`src/sv/flsp_pkg.sv`:
```
// Shared types, constants and register codes for the local score peak finder.
package flsp_pkg;

   // Defaults for the top level parameters
   localparam int HALF_SIZE_DEFAULT  = 2;
   localparam int MAX_WIDTH_DEFAULT  = 1024;
   localparam int SCORE_BITS_DEFAULT = 16;

   // Fixed field widths and limits
   localparam int COORD_BITS     = 10;
   localparam int DIM_BITS       = 11;
   localparam int INDEX_BITS     = 16;
   localparam int OUT_SCORE_BITS = 16;
   localparam int COORD_LIMIT    = 1024;
   localparam int WIDTH_RESET    = 640;
   localparam int HEIGHT_RESET   = 480;
   localparam int CSR_INDEX_BITS = 1;

   typedef logic [COORD_BITS-1:0]            coord_type;
   typedef logic [DIM_BITS-1:0]              dim_type;
   typedef logic [INDEX_BITS-1:0]            index_type;
   typedef logic signed [OUT_SCORE_BITS-1:0] out_score_type;

   localparam index_type INDEX_MAX = '1;

   // Configuration register indexes
   typedef enum logic [CSR_INDEX_BITS-1:0] {
      CSR_IMAGE_WIDTH  = 1'b0,
      CSR_IMAGE_HEIGHT = 1'b1
   } csr_index_type;

   // Candidate control that travels with a pixel into the compare stage
   typedef struct packed {
      logic      valid;
      logic      sof;
      logic      in_range;
      coord_type x;
      coord_type y;
   } cand_type;

   // One detected peak
   typedef struct packed {
      coord_type     peak_x;
      coord_type     peak_y;
      out_score_type peak_score;
      index_type     peak_index;
   } result_type;

endpackage

```
`src/sv/flsp_result_queue.sv`:
```
// Two-entry result queue that decouples the pipeline from the consumer.
module flsp_result_queue (
   input  logic                 clock,
   input  logic                 reset,
   input  logic                 push,
   input  flsp_pkg::result_type push_data,
   input  logic                 pop_ready,
   output logic                 out_valid,
   output flsp_pkg::result_type out_data,
   output logic                 has_room
);

   localparam logic [1:0] FULL_COUNT = 2'd2;

   flsp_pkg::result_type entry_ff [2];
   logic                 wr_ptr_ff;
   logic                 rd_ptr_ff;
   logic [1:0]           count_ff;
   logic [1:0]           count_in;
   logic                 pop;

   assign out_valid = count_ff != 2'd0;
   assign has_room  = count_ff != FULL_COUNT;
   assign pop       = out_valid && pop_ready;
   assign out_data  = entry_ff[rd_ptr_ff];

   // Track occupancy
   always_comb begin
      count_in = count_ff;
      if (push && !pop) begin
         count_in = count_ff + 2'd1;
      end else if (pop && !push) begin
         count_in = count_ff - 2'd1;
      end
   end

   always_ff @(posedge clock) begin
      if (reset) begin
         count_ff  <= 2'd0;
         wr_ptr_ff <= 1'b0;
         rd_ptr_ff <= 1'b0;
      end else begin
         count_ff <= count_in;
         if (push) begin
            wr_ptr_ff <= !wr_ptr_ff;
         end
         if (pop) begin
            rd_ptr_ff <= !rd_ptr_ff;
         end
      end
   end

   // Store a new result
   always_ff @(posedge clock) begin
      if (push) begin
         entry_ff[wr_ptr_ff] <= push_data;
      end
   end

endmodule

```
`config.mk`:
```
export PLATFORM = sky130hd
export DESIGN_NAME = flsp_result_queue
export DESIGN_NICKNAME = d
export VERILOG_FILES = /design/src/sv/flsp_pkg.sv /design/src/sv/flsp_result_queue.sv
export SDC_FILE = /design/constraint.sdc
export NUM_CORES = 1
export LEC_CHECK = 0
export ABC_AREA = 0
export BUFFER_PORTS_ARGS = -buffer_cell sky130_fd_sc_hd__buf_2
export CAP_MARGIN = 10
export CORE_ASPECT_RATIO = 1.4
export CORE_MARGIN = 5
export CORE_UTILIZATION = 28
export CTS_CLUSTER_DIAMETER = 200
export DETAILED_ROUTE_END_ITERATION = 7
export GPL_ROUTABILITY_DRIVEN = 0
export PLACE_DENSITY_LB_ADDON = 0.08
export SKIP_LAST_GASP = 1
export SLEW_MARGIN = 30
export SYNTH_ARGS = -nofsm -noshare
export SYNTH_HDL_FRONTEND = slang
export SYNTH_SLANG_ARGS = --single-unit
```
`constraint.sdc`:
```
create_clock -name clock -period 3.55 [get_ports clock]
set_input_delay 0.355 -clock clock [delete_from_list [all_inputs] [get_ports clock]]
set_output_delay 0.355 -clock clock [all_outputs]
set_load 0.03 [all_outputs]
```
# Word level (Yosys, flattened, before mapping)
# Memories as Yosys holds them, arrays and structs flattened. A register that Yosys moved wholly into a read port is not among the register bits.
# Index checks and enable logic that the tools add are counted.
word_totals:
  register_bits: 4
  latchBits: 0
  mem_bits_rw: 104
  mem_bits_ro: 0
  inputBits: 56
  output_inout_bits: 54
  wordCells: 22
  memories: 1
memory_table:
  columns: ["name", "depth", "width", "rd", "rd_ports_with_merged_regs", "wr", "line_no", "source"]
  rows:
  - ["entry_ff", 2, 52, 1, 1, 1, "flsp_result_queue.sv:15", "flsp_pkg::result_type entry_ff [2];"]
op_classes:
  addsub: 2
  n_mul: 0
  n_div: 0
  magnitude_cmp: 0
  n_eq_ne: 1
  shifts: 0
  muxes: 6
  bitwise_logic: 0
  reduce_logical: 9
op_table:
  columns: ["operator", "n"]
  rows:
  - ["$logic_not A1 Y1", 4]
  - ["$mux W1", 4]
  - ["$mux W2", 2]
  - ["$reduce_bool A2 Y1", 2]
  - ["$logic_and A1 B1 Y1", 3]
  - ["$add A2 B1 Y2 const B", 1]
  - ["$ne A2 B2 Y1 const B", 1]
  - ["$sub A2 B1 Y2 const B", 1]

# Longest topological paths before layout
logic_depth:
  ltp_word: 5
  ltp_mapped: 5
  depth_no_buf: 5

# Worst setup path before layout
# Ideal clock, no wire load.
synth_timing:
  kind: "input to register"
  start: "input port push"
  end: "memory entry_ff[0][0] in the netlist's numbering, enable pin"
  setup_time_ps: 468
  arrival_time_ps: 2657
  required_time_ps: 3082
  slack_ps: 425
  stages: 1
  n_path_buf: 0
  path_cell_list: "nor2b_1"
synth_between:
  elab_chain_cells: 2
synth_rtl:
  columns: ["item", "line_no", "source"]
  rows:
  - ["start, declared", "flsp_result_queue.sv:5", "input logic push,"]
  - ["$mux W1", "flsp_result_queue.sv:55", "if (push) begin"]
  - ["$mux W1 (not written as such)", "flsp_result_queue.sv:56", "entry_ff[wr_ptr_ff] <= push_data;"]
  - ["end, declared", "flsp_result_queue.sv:15", null]
# No other way between the ends.

==> impl_metrics.py <==
metrics = {
    "final_layout": {
        "layout_commonest_cell": "buf_2",
        "final_cell_mix": "109 x buf_2, 104 x edfxtp_1, 52 x mux2_2, 9 x clkbuf_16, 6 x buf_4",
        "drive_gt1_frac": 0.594,
        "fin_util": 0.363,
        "area_growth_pct": 27.8,
        "multiInputGateArea_um2": 703,
        "nets": 361,
        "regArea_um2": 3220,
        "num_antenna_cells": 0,
        "fill_cells": 1393,
        "instances_no_fill": 493,
    },
    "place": {
        "hpwl_mm": 5.48,
        "dp_worst_setup_slack_ns": 1.57,
        "dp.cells": 478,
        "port_buffers": 109,
    },
    "floorplan": {
        "die_area_um2": 16600,
        "coreArea_um2": 13900,
        "fp.dieH_um": 151,
        "num_io_pins": 110,
        "start_util": 0.284,
        "rows": 51,
        "die_width_um": 110,
    },
    "power": {
        "power_frac_comb": 0.282,
        "seqPwrFrac": 0.432,
        "leakage_nw": 1.87,
        "power.total_mw": 3.62,
        "p_int_mw": 2.50,
        "swShare": 0.308,
        "irDropWorstVdd_uv": 257,
        "clockPowerShare": 0.286,
        "p_switching_mw": 1.12,
        "powerDensity_nw_per_um2": 716,
    },
    "worst_setup_path": {
        "start_kind": "flop",
        "critPathCaptureType": "output port",
        "max_stage_delay_ns": 0.49,
        "worstPathRequired_ns": 3.19,
        "crit_end": "out_data[44]",
        "r2r_end": "entry_ff[1][4]",
        "ff2ff_path_depth": 2,
        "r2r_setup_slack_ns": 1.79,
        "r2r_start": "wr_ptr_ff",
        "critPathKind": "reg2out",
        "crit_chain": "buf_4 -> mux2_2 -> buf_2",
        "slowest_stage": "dfxtp_2",
        "critPathArrivalTime_ns": 1.82,
        "cp_max_fo": 25,
    },
    "timing": {
        "skew_ns": 0.00779,
        "hold_violations": 0,
        "rsz0062_at_grt": "false",
        "setup_viol": 0,
        "final.setup.worst_slack_ns": 1.37,
        "fin_crit_sh": 0.613,
        "max-slew-margin-rel": 0.428,
        "min_period_ns": 2.18,
        "fmax_ghz": 0.459,
        "worst_slew_pin_slew_ns": 0.856,
        "tns_ns": 0,
        "slew_violations": 0,
    },
    "synthesis": {
        "synth_seq_cells": 109,
        "ys.warnings.count": 0,
        "syn-mean-instance-area_um2": 21.5,
        "syn_nets": 241,
        "synth_cells": 184,
        "yosysUniqueCellTypes": 16,
        "syn-cell-area_um2": 3960,
        "yosysSeqAreaShare": 0.815,
    },
    "outcome": {
        "outcome": "finished clean",
    },
    "worst_hold_path": {
        "min_path_type": "in2reg",
    },
    "detailed_routing": {
        "drt_wl_total_mm": 8.04,
        "wl_per_cell_um": 16.3,
        "dr.pass1.iters": 4,
        "routed_via_density": 4.11,
        "drtAntennaViolNets": 0,
        "drc": 0,
        "drtIter0Drc": 35,
        "vias": 2024,
    },
    "global_routing": {
        "grt_pass1_vias": 2259,
        "grt_usage": 0.0981,
        "grt_antenna_before_repair": 0,
        "grt_max_degree": 29,
        "grt_overflow": 0,
        "grt_pass1_wl_mm": 12.2,
    },
    "clocking": {
        "cts_resized": 0,
        "clockRootBuffer": "clkbuf_16",
        "cts_num_sinks": 109,
        "clock_latency_ns": 0.34,
        "path_clk_slew_ns": 0.07,
        "post_cts_buffers": 0,
        "htreeDepth": 3,
        "cts_hold_buf": 0,
        "cts_buffer_depth": 2,
        "cts_buffers": 9,
        "tritoncts": "built",
    },
    "flow_run": {
        "max-cap-violations": 0,
    },
}
worst min path at each step:
stage	from	end	slack [ns]	cells after the start
detailed placement	rd_ptr_ff	flop	0.49	2
global route	push_data[15]	entry_ff[0][15]	0.18	1
finish	push_data[43]	entry_ff[1][43]	0.20	1
CTS	push_data[43]	entry_ff[1][43]	0.18	1
floorplan	reset	count_ff[1]	0.42	1
global placement	rd_ptr_ff	rd_ptr_ff	0.49	2
kinds of logic (layout without fill, tap and decap cells):
group | after synthesis | after routing | synth area share
flops | 109 | 109 | 0.815
mux | 52 | 52 | 0.148
fa+ha+maj | 1 | 1 | 0.00316
compound gates | 3 | 3 | 0.00380
xor+xnor | 4 | 4 | 0.00886
buf+inv | 6 | 130 | 0.00949
simple gates | 9 | 9 | 0.0117
cells in the mapped netlist:
| cell | n | area share |
|---|---|---|
| a21oi_1 | 1 | 0.0013 |
| and2_1 | 1 | 0.0016 |
| buf_2 | 3 | 0.0038 |
| buf_4 | 3 | 0.0057 |
| dfxtp_1 | 5 | 0.025 |
| edfxtp_1 | 104 | 0.79 |
| ha_1 | 1 | 0.0032 |
| mux2_2 | 52 | 0.15 |
| nand2b_1 | 1 | 0.0016 |
| nor2_1 | 4 | 0.0038 |
| nor2b_1 | 1 | 0.0016 |
| o21ai_0 | 2 | 0.0025 |
| or2_2 | 1 | 0.0016 |
| or3_1 | 1 | 0.0016 |
| xnor2_1 | 1 | 0.0022 |
| xor2_1 | 3 | 0.0066 |
state kept, by name (all words and copies together), names as in the netlist, named ones only:
register and count:
rd_ptr_ff 1, count_ff 2, entry_ff 104, wr_ptr_ff 1
cell type report:
| cell class | count | share of cell area |
|---|---|---|
| clock buffers | 10 | 0.0453 |
| clock inverters | 5 | 0.0151 |
| multi-input cells | 69 | 0.139 |
| flip-flops and latches | 109 | 0.638 |
| well taps | 185 | 0.0458 |
| repair buffers | 115 | 0.117 |
power by group through the flow:
stage | Clock (mW) | Sequential, mW | Combinational (mW)
final | 1.03 | 1.56 | 1.02
after global placement | 0 | 1.59 | 1.05
after floorplan | 0 | 1.57 | 0.784
after detailed placement | 0 | 1.60 | 1.04
after global routing | 1.13 | 1.58 | 1.10
after CTS | 1.07 | 1.57 | 1.05
stage by stage:
step	hold slack [ns]	instance area [µm²]
final	0.200	5050
after detailed placement	0.489	4750
after global routing	0.180	5050
after CTS	0.181	5050
after global placement	0.489	4750
after floorplan	0.424	3960
critical path: cells and delay by family, from the launching register on:
family / cells / cell delay (ns)
buffers and inverters: 2 / 0.58
flip-flops: 1 / 0.49
multiplexers: 1 / 0.40
layer usage:
layer / GRT usage / share of wire / vias to the layer above
met4: 0.0444 / 0.016 / 0
met1: 0.116 / 0.41 / 993
met5: 0 / 0 / -
li1: - / - / 954
met2: 0.159 / 0.50 / 69
met3: 0.0378 / 0.071 / 8
Note: power is estimated with default switching activity, not from simulation.
